[src/hdl/mf7_pkg.sv]
package mf7_pkg;

  // Default bounds of the frame size
  localparam int DEF_MAX_WIDTH  = 2048;
  localparam int DEF_MAX_HEIGHT = 4096;

  // Register values after reset
  localparam int RESET_WIDTH  = 2048;
  localparam int RESET_HEIGHT = 1080;

  // Window geometry
  localparam int WIN_HALF    = 3;
  localparam int WIN_SIZE    = 7;
  localparam int WIN_TAPS    = 49;
  localparam int MEDIAN_RANK = 24;

  // Line memory holds eight row slots, picked by the low row bits
  localparam int SLOT_W    = 3;
  localparam int ROW_SLOTS = 8;

  localparam int PIX_W      = 24;
  localparam int CFG_DATA_W = 13;
  localparam int QUEUE_DEPTH = 4;

  // Register indexes
  localparam logic [0:0] CFG_IMAGE_WIDTH  = 1'b0;
  localparam logic [0:0] CFG_IMAGE_HEIGHT = 1'b1;

  typedef struct packed {
    logic [7:0] pix_red;
    logic [7:0] pix_green;
    logic [7:0] pix_blue;
  } pix_t;

  typedef struct packed {
    logic [7:0]  med_red;
    logic [7:0]  med_green;
    logic [7:0]  med_blue;
    logic [11:0] out_row;
    logic [10:0] out_col;
    logic        burst_last;
    logic        frame_end;
  } res_t;

  typedef struct packed {
    logic full;
    logic empty;
  } q_status_t;

  // Frame dimension minus one, with zero counted as one and saturation at the bound
  function automatic int dim_m1(int v, int maxv);
    if (v < 1) return 0;
    if (v > maxv) return maxv - 1;
    return v - 1;
  endfunction

endpackage

[src/hdl/mf7_front.sv]
module mf7_front #(
  parameter int MAX_WIDTH  = mf7_pkg::DEF_MAX_WIDTH,
  parameter int MAX_HEIGHT = mf7_pkg::DEF_MAX_HEIGHT,
  localparam int CW     = $clog2(MAX_WIDTH),
  localparam int RW     = $clog2(MAX_HEIGHT),
  localparam int AW     = mf7_pkg::SLOT_W + CW,
  localparam int DESC_W = 2 * RW + 2 * CW + 1
) (
  input  logic                              clk,
  input  logic                              rst,
  input  logic                              cfg_we,
  input  logic [0:0]                        cfg_index,
  input  logic [mf7_pkg::CFG_DATA_W-1:0]    cfg_data,
  input  logic                              pix_valid,
  output logic                              pix_ready,
  input  mf7_pkg::pix_t                     pix,
  input  mf7_pkg::q_status_t                q_status,
  input  logic                              back_idle,
  output logic                              push,
  output logic [DESC_W-1:0]                 push_data,
  output logic                              wr_en,
  output logic [AW-1:0]                     wr_addr,
  output logic [mf7_pkg::PIX_W-1:0]         wr_data,
  output logic [CW-1:0]                     width_m1,
  output logic [RW-1:0]                     height_m1
);

  typedef struct packed {
    logic [RW-1:0] rlo;
    logic [RW-1:0] rhi;
    logic [CW-1:0] clo;
    logic [CW-1:0] chi;
    logic          last_pixel;
  } desc_t;

  logic [RW-1:0] row_count;
  logic [CW-1:0] col_count;
  logic          accept;
  logic          row_end;
  logic          col_end;
  logic          row_ge;
  logic          col_ge;
  desc_t         desc;

  // Hold off the first word of a row until all earlier work has drained
  assign pix_ready = !q_status.full &&
                     ((col_count != '0) || (q_status.empty && back_idle));
  assign accept    = pix_valid && pix_ready;

  // Classify the pixel: which window centers it completes
  always_comb begin
    row_end = (row_count == height_m1);
    col_end = (col_count == width_m1);
    row_ge  = (row_count >= RW'(mf7_pkg::WIN_HALF));
    col_ge  = (col_count >= CW'(mf7_pkg::WIN_HALF));
    desc.rlo = row_ge ? row_count - RW'(mf7_pkg::WIN_HALF) : '0;
    desc.rhi = row_end ? row_count : row_count - RW'(mf7_pkg::WIN_HALF);
    desc.clo = col_ge ? col_count - CW'(mf7_pkg::WIN_HALF) : '0;
    desc.chi = col_end ? col_count : col_count - CW'(mf7_pkg::WIN_HALF);
    desc.last_pixel = row_end && col_end;
  end

  assign push      = accept && (row_end || row_ge) && (col_end || col_ge);
  assign push_data = desc;

  // Write the pixel into its row slot
  assign wr_en   = accept;
  assign wr_addr = {row_count[mf7_pkg::SLOT_W-1:0], col_count};
  assign wr_data = pix;

  // Frame size registers and raster position
  always_ff @(posedge clk) begin
    if (rst) begin
      width_m1  <= CW'(mf7_pkg::dim_m1(mf7_pkg::RESET_WIDTH, MAX_WIDTH));
      height_m1 <= RW'(mf7_pkg::dim_m1(mf7_pkg::RESET_HEIGHT, MAX_HEIGHT));
      row_count <= '0;
      col_count <= '0;
    end else if (cfg_we) begin
      if (cfg_index == mf7_pkg::CFG_IMAGE_WIDTH) begin
        width_m1 <= CW'(mf7_pkg::dim_m1(int'(cfg_data[11:0]), MAX_WIDTH));
      end else begin
        height_m1 <= RW'(mf7_pkg::dim_m1(int'(cfg_data[12:0]), MAX_HEIGHT));
      end
      row_count <= '0;
      col_count <= '0;
    end else if (accept) begin
      if (col_end) begin
        col_count <= '0;
        row_count <= row_end ? '0 : row_count + 1'b1;
      end else begin
        col_count <= col_count + 1'b1;
      end
    end
  end

endmodule

[config.mk]
export PLATFORM = sky130hd
export DESIGN_NAME = mf7_front
export DESIGN_NICKNAME = d
export VERILOG_FILES = /design/src/hdl/mf7_pkg.sv /design/src/hdl/mf7_front.sv
export SDC_FILE = /design/constraint.sdc
export NUM_CORES = 1
export LEC_CHECK = 0
export BUFFER_PORTS_ARGS = -buffer_cell sky130_fd_sc_hd__buf_2
export CORE_ASPECT_RATIO = 0.5
export CORE_MARGIN = 2
export CORE_UTILIZATION = 52
export DETAILED_ROUTE_END_ITERATION = 12
export GPL_ROUTABILITY_DRIVEN = 0
export PLACE_DENSITY = 0.89
export SLEW_MARGIN = 25
export SYNTH_ARGS = -nofsm -noshare
export SYNTH_HDL_FRONTEND = slang
export SYNTH_SLANG_ARGS = --single-unit
export TNS_END_PERCENT = 20
[constraint.sdc]
create_clock -name clk -period 6.55 [get_ports clk]
set_input_delay 0.655 -clock clk [delete_from_list [all_inputs] [get_ports clk]]
set_output_delay 0.655 -clock clk [all_outputs]
set_load 0.02 [all_outputs]
==> impl_metrics.ini <==
[synth]
ys.flop_type = dfxtp_1
syn-num-nets = 525
yosysSeqAreaShare_pct = 25.8
synth_top_cell_by_area = dfxtp_1
synth_area_leaders = dfxtp_1 26%, xnor2_1 9.6%, xor2_1 8.4%
synth.avg_cell_area_um2 = 7.54
yosysWarnings = 0
synth.distinct_cells = 49
syn_inst = 473
post-synth-top-count-cell = nand2_1
synth-edff-count = 0
synthTopCellsByCount = 59 x nand2_1, 47 x nor2_1, 46 x dfxtp_1, 39 x xnor2_1, 34 x xor2_1
async_flop_share_pct = 0
synth_area_mm2 = 0.00357
synth_top_area_share_pct = 25.8
synth-seq-cells = 46

[die]
die-area_mm2 = 0.00758
fp.dieW_um = 121
initial_utilization_pct = 53.6
num_io_pins = 156
die_height_um = 62.6
std_cell_rows = 21
core_mm2 = 0.00665

[timing]
slew_headroom_pct = 35.3
period_minus_slack_ns = 3.42
finClkSkew_ns = 0.00582
final_hold_viol_count = 0
worst_slew_pin_slew_ns = 0.958
fmax_ghz = 0.292
report.final.slew_viol_count = 0
setup_viol = 0
fin_tns_setup_ns = 0
holdWs_ns = 0.499
timing.final.crit_share_pct = 52.2
rsz0062_at_grt = false

[placed_design]
dp_hpwl_um = 6970
numPortBuffers = 107

[cts]
post_cts_resize_count = 0
clk_latency_ns = 0.29
htree_levels = 2
clkSlewWorstSetupHoldPaths_ns = 0.06
cts_num_sinks = 46
cts_root_buffer = clkbuf_16
cts_hold_buffers = 0
clockBufferDepth = 2
post-cts-setup-buffers = 0
cts_tree = built
cts_buffers = 5

[layout]
area_delta_synth_final_pct = 12.4
fillers = 595
drive_above_1_share_pct = 24.3
diodes = 0
multi_input_area_mm2 = 0.00225
register_area_um2 = 921
fin_nets = 575

[detailed_routing]
finalWirelength_um = 9280
num_vias = 3508
route.detailed.drc = 0
post_drt_wl_per_cell_um = 15.1
postRouteAntennaNets = 0
drt_first_iter_violations = 245
drt-pass1-iter-count = 4
via_per_inst = 5.71

[global_route]
gr-usage-met1_pct = 32.2
grt_max_degree = 26
grt_pass1_vias = 2914
grtUsageMet3_pct = 4.84
grt_overflow = 0
antenna_found_initial = 0
grt_first_pass_wirelength_um = 14600
grt_use_total_pct = 24.0
grtUsageMet2_pct = 38.3
grt.busiest_layer = met2

[run]
maxCapViolCount = 0

[setup_path]
crit_chain = xor2_1, nor4_1, nand3_1, nor4b_1, xor2_1, buf_2
cp-end-kind = primary output
path_delay_family = simple AND/OR/NAND/NOR gates
critPathKind = reg -> out
crit_path_frequent_cell = xor2_1
critPathLaunchType = flip-flop
cp.arrival_ns = 2.76
crit_slowest_cell = nand3_1
timing.critical_path.buf_inv = 1
cp_max_fo = 20
critPathRequiredTime_ns = 5.89
crit_path_max_incr_delay_ns = 0.61

[power]
p_leak_nw = 1.77
ir_worst_vdd_mv = 0.158
p_per_area_mw_per_mm2 = 157

[outcome]
status = complete, no violations

[hold_path]
hold_path.class = reg -> reg
## worst paths after layout
| check | startpoint | to | slack [ns] | cells after the start |
|---|---|---|---|---|
| worst max-delay path | row_count[2] | push_data[34] | 3.13 | 6 |
| worst max register to register | row_count[2] | row_count[4] | 3.87 | 5 |
| worst min-delay path | height_m1[8] | height_m1[8] | 0.50 | 2 |
| worst min register to register | height_m1[8] | height_m1[8] | 0.50 | 2 |
## metal layers
metal,share of wire [%],routed length (um),vias to the layer above
met4,2.1,199,0
met1,44,4080,1652
met2,47,4370,129
met3,6.8,634,27
li1,-,-,1700
met5,0,0,-
## cells in the final DEF, fill, tap and decap left out, types with 4 or more instances in the layout
master     instances
inv_1             11
nor2b_1            7
nor3_1            11
buf_2            107
a21oi_1           23
dfxtp_1           46
a221o_1           16
o21ai_0           10
or4_1              4
clkbuf_16          5
or3_1              7
nand3_1           18
nand2b_1           8
nor2_1            47
nand2_1           59
ha_1               7
xor2_1            34
nor4_1             8
nand4_1            9
xnor2_1           39
## per-stage QoR
step	utilization (%)	instance area (um^2)	setup slack [ns]	instances	total power [mW]
6_report	60.3	4010	3.13	614	0.629
5_1_grt	60.3	4010	2.87	614	0.653
4_1_cts	60.3	4010	3.15	614	0.628
3_5_place_dp	58.2	3870	3.48	608	0.385
3_3_place_gp	58.1	3860	3.61	608	0.383
2_1_floorplan	-	3570	3.33	473	0.375
## logic make-up after synthesis
family                   synth area share, %
AO/OA/AOI/OAI                           14.1
flip-flops                              25.8
XOR/XNOR                                17.9
adder cells (fa/ha/maj)                 2.46
AND/OR/NAND/NOR                         27.2
multiplexers                            1.19
buffers and inverters                   11.3
## worst register-to-register path, cell delays in order (launching register included)
cell,delay (ns)
dfxtp_1,0.58
xor2_1,0.14
nor4_1,0.40
nand3_1,0.61
o21ai_1,0.71
a21oi_1,0.08
## power by group
group	internal [mW]	total (mW)	switching [mW]
Clock	0.148	0.249	0.102
Combinational	0.0303	0.0801	0.0498
Sequential	0.289	0.300	0.0107
Total	0.467	0.629	0.162
## state kept, by name (all words and copies together), names as in the netlist
signal / count
height_m1: 12
row_count: 12
col_count: 11
width_m1: 11
## layout make-up
type	count	share of cell area (%)
multi-input cells	351	56.1
well taps	92	2.87
inverters	11	1.03
clock buffers	6	3.47
flip-flops and latches	46	23.0
repair buffers	108	13.5
Note: power is estimated with default switching activity, not from simulation.
