### src/hdl/mf7_pkg.sv
package mf7_pkg;

  // Default bounds of the frame size
  localparam int DEF_MAX_WIDTH  = 2048;
  localparam int DEF_MAX_HEIGHT = 4096;

  // Register values after reset
  localparam int RESET_WIDTH  = 2048;
  localparam int RESET_HEIGHT = 1080;

  // Window geometry
  localparam int WIN_HALF    = 3;
  localparam int WIN_SIZE    = 7;
  localparam int WIN_TAPS    = 49;
  localparam int MEDIAN_RANK = 24;

  // Line memory holds eight row slots, picked by the low row bits
  localparam int SLOT_W    = 3;
  localparam int ROW_SLOTS = 8;

  localparam int PIX_W      = 24;
  localparam int CFG_DATA_W = 13;
  localparam int QUEUE_DEPTH = 4;

  // Register indexes
  localparam logic [0:0] CFG_IMAGE_WIDTH  = 1'b0;
  localparam logic [0:0] CFG_IMAGE_HEIGHT = 1'b1;

  typedef struct packed {
    logic [7:0] pix_red;
    logic [7:0] pix_green;
    logic [7:0] pix_blue;
  } pix_t;

  typedef struct packed {
    logic [7:0]  med_red;
    logic [7:0]  med_green;
    logic [7:0]  med_blue;
    logic [11:0] out_row;
    logic [10:0] out_col;
    logic        burst_last;
    logic        frame_end;
  } res_t;

  typedef struct packed {
    logic full;
    logic empty;
  } q_status_t;

  // Frame dimension minus one, with zero counted as one and saturation at the bound
  function automatic int dim_m1(int v, int maxv);
    if (v < 1) return 0;
    if (v > maxv) return maxv - 1;
    return v - 1;
  endfunction

endpackage

### src/hdl/mf7_queue.sv
module mf7_queue #(
  parameter int DATA_W = 8,
  parameter int DEPTH  = mf7_pkg::QUEUE_DEPTH,
  localparam int PTR_W = (DEPTH > 1) ? $clog2(DEPTH) : 1
) (
  input  logic              clk,
  input  logic              rst,
  input  logic              push,
  input  logic [DATA_W-1:0] push_data,
  input  logic              pop,
  output logic [DATA_W-1:0] pop_data,
  output mf7_pkg::q_status_t status
);

  logic [DATA_W-1:0] slots [DEPTH];
  logic [PTR_W-1:0]  wr_ptr;
  logic [PTR_W-1:0]  rd_ptr;
  logic [PTR_W:0]    fill;

  assign pop_data     = slots[rd_ptr];
  assign status.full  = (fill == (PTR_W+1)'(DEPTH));
  assign status.empty = (fill == '0);

  // Store on push
  always_ff @(posedge clk) begin
    if (push) begin
      slots[wr_ptr] <= push_data;
    end
  end

  // Advance pointers and fill count
  always_ff @(posedge clk) begin
    if (rst) begin
      wr_ptr <= '0;
      rd_ptr <= '0;
      fill   <= '0;
    end else begin
      if (push) begin
        wr_ptr <= (wr_ptr == PTR_W'(DEPTH - 1)) ? '0 : wr_ptr + 1'b1;
      end
      if (pop) begin
        rd_ptr <= (rd_ptr == PTR_W'(DEPTH - 1)) ? '0 : rd_ptr + 1'b1;
      end
      if (push && !pop) begin
        fill <= fill + 1'b1;
      end else if (pop && !push) begin
        fill <= fill - 1'b1;
      end
    end
  end

endmodule

### config.mk
export PLATFORM = sky130hd
export DESIGN_NAME = mf7_queue
export DESIGN_NICKNAME = d
export VERILOG_FILES = /design/src/hdl/mf7_pkg.sv /design/src/hdl/mf7_queue.sv
export SDC_FILE = /design/constraint.sdc
export NUM_CORES = 1
export LEC_CHECK = 0
export BUFFER_PORTS_ARGS = -buffer_cell sky130_fd_sc_hd__buf_2
export CAP_MARGIN = 20
export CORE_ASPECT_RATIO = 0.7
export CORE_UTILIZATION = 50
export DETAILED_ROUTE_END_ITERATION = 8
export MAX_ROUTING_LAYER = met4
export PLACE_DENSITY = 0.71
export SYNTH_ARGS = -nofsm -noshare
export SYNTH_HDL_FRONTEND = slang
export SYNTH_SLANG_ARGS = --single-unit
### constraint.sdc
create_clock -name clk -period 1.85 [get_ports clk]
set_input_delay 0.37 -clock clk [delete_from_list [all_inputs] [get_ports clk]]
set_output_delay 0.37 -clock clk [all_outputs]
set_load 0.03 [all_outputs]
==> qor.txt <==
OUTCOME
-----------------------------------------------------------------------------------------------
Run status ....................................................................... finished clean

STA
-----------------------------------------------------------------------------------------------
Minimum clock period .............................................................      1.83 ns
Setup total negative slack .......................................................         0 ns
Final cycle utilization of the critical path .....................................        0.988
Least-Margin Pin Slew ............................................................     0.428 ns
Count of final setup violators ...................................................            0
Setup repair after global routing missed its margin ..............................         true
Upper clock frequency limit ......................................................    0.547 GHz
Final Hold Viols .................................................................            0
Rel. slew slack ..................................................................        0.715
Max Transition Viols Final .......................................................            0
Worst-case clock skew ............................................................   0.00466 ns

YOSYS
-----------------------------------------------------------------------------------------------
Fraction of synthesis flops using an asynchronous set or reset pin ...............            0
Distinct cells, synth ............................................................           17
Commonest cells post-synth ....................................................... 32 x sky130_fd_sc_hd__edfxtp_1, 9 x sky130_fd_sc_hd__dfxtp_1, 8 x sky130_fd_sc_hd__mux4_2, 7 x sky130_fd_sc_hd__nor2_1, 6 x sky130_fd_sc_hd__ha_1
Synthesized netlist cell count ...................................................           86
Most used flip-flop cell after synthesis ......................................... sky130_fd_sc_hd__edfxtp_1
Sequential cell area fraction in the yosys report ................................        0.714
Portion of synthesized cell area occupied by the leading cell type ...............        0.601
Count of flip-flops with a built-in enable after synthesis .......................           32
Most numerous cell in the Yosys netlist .......................................... sky130_fd_sc_hd__edfxtp_1
Total number of yosys warnings ...................................................            0
Post-synthesis instance area .....................................................     1600 um2
Synthesized flop and latch total .................................................           41
Synthesized netlist net count ....................................................          105
Leading post-synthesis cells by cell area ........................................ sky130_fd_sc_hd__edfxtp_1 60%, sky130_fd_sc_hd__dfxtp_1 11%, sky130_fd_sc_hd__mux4_2 11%
Cell type with the largest total area after synthesis ............................ sky130_fd_sc_hd__edfxtp_1
Syn_area_per_cell ................................................................     18.6 um2

ROUTE
-----------------------------------------------------------------------------------------------
WL per Instance ..................................................................      16.2 um
Via count ........................................................................          800
Final routed wirelength across all metal layers ..................................      2440 um
Remaining routing DRC violations .................................................            0
Remaining number of nets flagged by the antenna check after routing ..............            0
Initial detailed-routing violation count .........................................           52
Drt first pass iters .............................................................            4
Via density per instance .........................................................         5.30

PLACE
-----------------------------------------------------------------------------------------------
IO Port Bufs .....................................................................           21
HPWL reported at the end of detailed placement ...................................      1690 um
RD Place Congestion ..............................................................        0.743

POWER
-----------------------------------------------------------------------------------------------
Relative contribution of the clock network to total power ........................        0.288
Switching component of the power .................................................       500 uW
Final Power ......................................................................      1.95 mW
Logic gate share of total power ..................................................        0.157
Internal power of the cells ......................................................      1.45 mW
Pwr Density ......................................................................  1030 nW/um2
Reported leakage power ...........................................................     0.710 nW
Part of the power in registers ...................................................        0.556
Switching part of the total power ................................................        0.257
Worst voltage drop across the vdd grid ...........................................     0.624 mV

GLOBAL ROUTING
-----------------------------------------------------------------------------------------------
Total routing usage reported by global routing ...................................        0.170
Largest net degree at the start of global routing ................................           14
Wire length of the first global-routing pass .....................................      4040 um
Total congestion overflow after global routing ...................................            0
Number of antenna violations at the first check in global routing ................            0
Number of global-route vias before repair ........................................          834

FLOW RUN
-----------------------------------------------------------------------------------------------
Number of maximum-capacitance constraint violations ..............................            0

CLOCK NETWORK
-----------------------------------------------------------------------------------------------
Clock insertion delay at the later pin of the skew report ........................      0.29 ns
Clock input transition at the sequential cells of the worst setup and hold paths .      0.08 ns
Maximum level of the CTS H-tree ..................................................            2
Sinks on Clock Net ...............................................................           41
CTS tree .........................................................................         done
Cts bufs inserted ................................................................            5
Buffer type at the clock tree root ............................................... sky130_fd_sc_hd__clkbuf_8
CTS max path bufs ................................................................            2

CRITICAL PATH
-----------------------------------------------------------------------------------------------
Type of the worst setup path ..................................................... flop to output pin
Worst Path Arrival ...............................................................      1.46 ns
Required time of the critical path ...............................................      1.48 ns
Crit Path Max Fanout .............................................................            8
Worst setup EP type ..............................................................   output pin
Type of origin of the critical path ..............................................         flop

FLOORPLANNING
-----------------------------------------------------------------------------------------------
Total Die Area ...................................................................     3430 um2
Core area ........................................................................     2920 um2
Num ports ........................................................................           22
DIE HEIGHT .......................................................................      49.3 um
Overall die width ................................................................      69.6 um
Initial standard-cell utilization of the core ....................................        0.547
Standard-cell row count ..........................................................           16

FINISH
-----------------------------------------------------------------------------------------------
Growth of design area from synthesis to finish ...................................        18.7%
Antenna cell count ...............................................................            0
Multi-input combinational cell area ..............................................      425 um2
Register Area ....................................................................     1140 um2
Filler instances .................................................................          221
Layout cell share with drive strength beyond 1 ...................................        0.339
Final nets .......................................................................          133

WORST HOLD PATH
-----------------------------------------------------------------------------------------------
Type of the worst min-delay path ................................................. input pin to flop

-- area by class of cell --
class                   count  area share
multi-input cells          39       0.224
clock buffers               5      0.0363
repair buffers             23      0.0963
flip-flops and latches     41       0.602
inverters                   4     0.00792
clock inverters             3     0.00923
well taps                  36      0.0237
-- placed cells by master (no fill, tap or decap), types with 4 or more instances in the layout --
master,Yosys,routed
sky130_fd_sc_hd__buf_2,0,13
sky130_fd_sc_hd__clkbuf_8,0,5
sky130_fd_sc_hd__ha_1,6,6
sky130_fd_sc_hd__and2_1,4,4
sky130_fd_sc_hd__dfxtp_1,9,8
sky130_fd_sc_hd__mux2i_1,4,4
sky130_fd_sc_hd__edfxtp_1,32,32
sky130_fd_sc_hd__buf_6,1,8
sky130_fd_sc_hd__inv_1,4,4
sky130_fd_sc_hd__mux4_2,8,8
sky130_fd_sc_hd__nor2_1,7,7
-- worst paths after layout --
| path | from | endpoint | slack, ns | cells after the start |
|---|---|---|---|---|
| setup / recovery | flop | pop_data[0] | 0.02 | 3 |
| hold / removal | push_data[2] | slots[0][2]$_DFFE_PP_ | 0.29 | 1 |
| setup reg to reg | fill[0]$_SDFFE_PP0P_ | fill[2]$_SDFFE_PP0P_ | 0.37 | 4 |
| hold reg to reg | fill[2]$_SDFFE_PP0P_ | fill[2]$_SDFFE_PP0P_ | 0.52 | 2 |
-- critical path: stages, from the launching register on --
cell and delay, ns:
sky130_fd_sc_hd__dfxtp_2 0.35, sky130_fd_sc_hd__buf_12 0.14, sky130_fd_sc_hd__mux4_2 0.52, sky130_fd_sc_hd__buf_6 0.16
-- per-layer routing --
layer	vias up	part of all wire	global-route usage
met5	-	0	-
met4	0	0.014	0.0612
met3	5	0.035	0.0579
met2	16	0.50	0.273
met1	398	0.45	0.203
li1	381	-	-
-- cell families (layout without fill, tap and decap cells) --
logic type / count (synthesis) / count (layout) / synth area share
DFF: 41 / 41 / 0.714
and+or+nand+nor: 15 / 15 / 0.0485
muxes: 12 / 12 / 0.138
adders and majority gates: 7 / 7 / 0.0595
buffers and inverters: 6 / 35 / 0.0196
AOI/OAI and AO/OA: 3 / 3 / 0.00939
xor gates and xnor gates: 2 / 2 / 0.0110
-- sequential cells by signal (all words and copies together) (netlist names), named ones only --
name and flops:
slots 32, wr_ptr 2, rd_ptr 2, fill 3
-- power groups by stage --
stage	registers, mW	clock network [mW]	logic [mW]
global placement	1.10	0	0.264
global route	1.09	0.610	0.331
detailed placement	1.10	0	0.275
floorplan	1.09	0	0.197
CTS	1.08	0.564	0.277
finish	1.08	0.561	0.305
-- stage by stage --
step | cell area, um2 | hold WS [ns] | utilization | instances | setup slack (ns)
2_1_floorplan | 1600 | 0.439 | - | 86 | 0.218
3_3_place_gp | 1760 | 0.479 | 0.602 | 143 | 0.0516
3_5_place_dp | 1760 | 0.506 | 0.602 | 143 | -0.0339
4_1_cts | 1850 | 0.293 | 0.633 | 151 | 0.00541
5_1_grt | 1900 | 0.292 | 0.649 | 151 | -0.0227
6_report | 1900 | 0.295 | 0.649 | 151 | 0.0225
-- timing repair --
item	in CTS	in global routing
hold buffers	0	0
pin swaps	0	0
hold endpoints to repair	0	0
setup endpoints to repair	4	8
resized for setup	2	22
buffers inserted	0	0
Note: power is estimated with default switching activity, not from simulation.
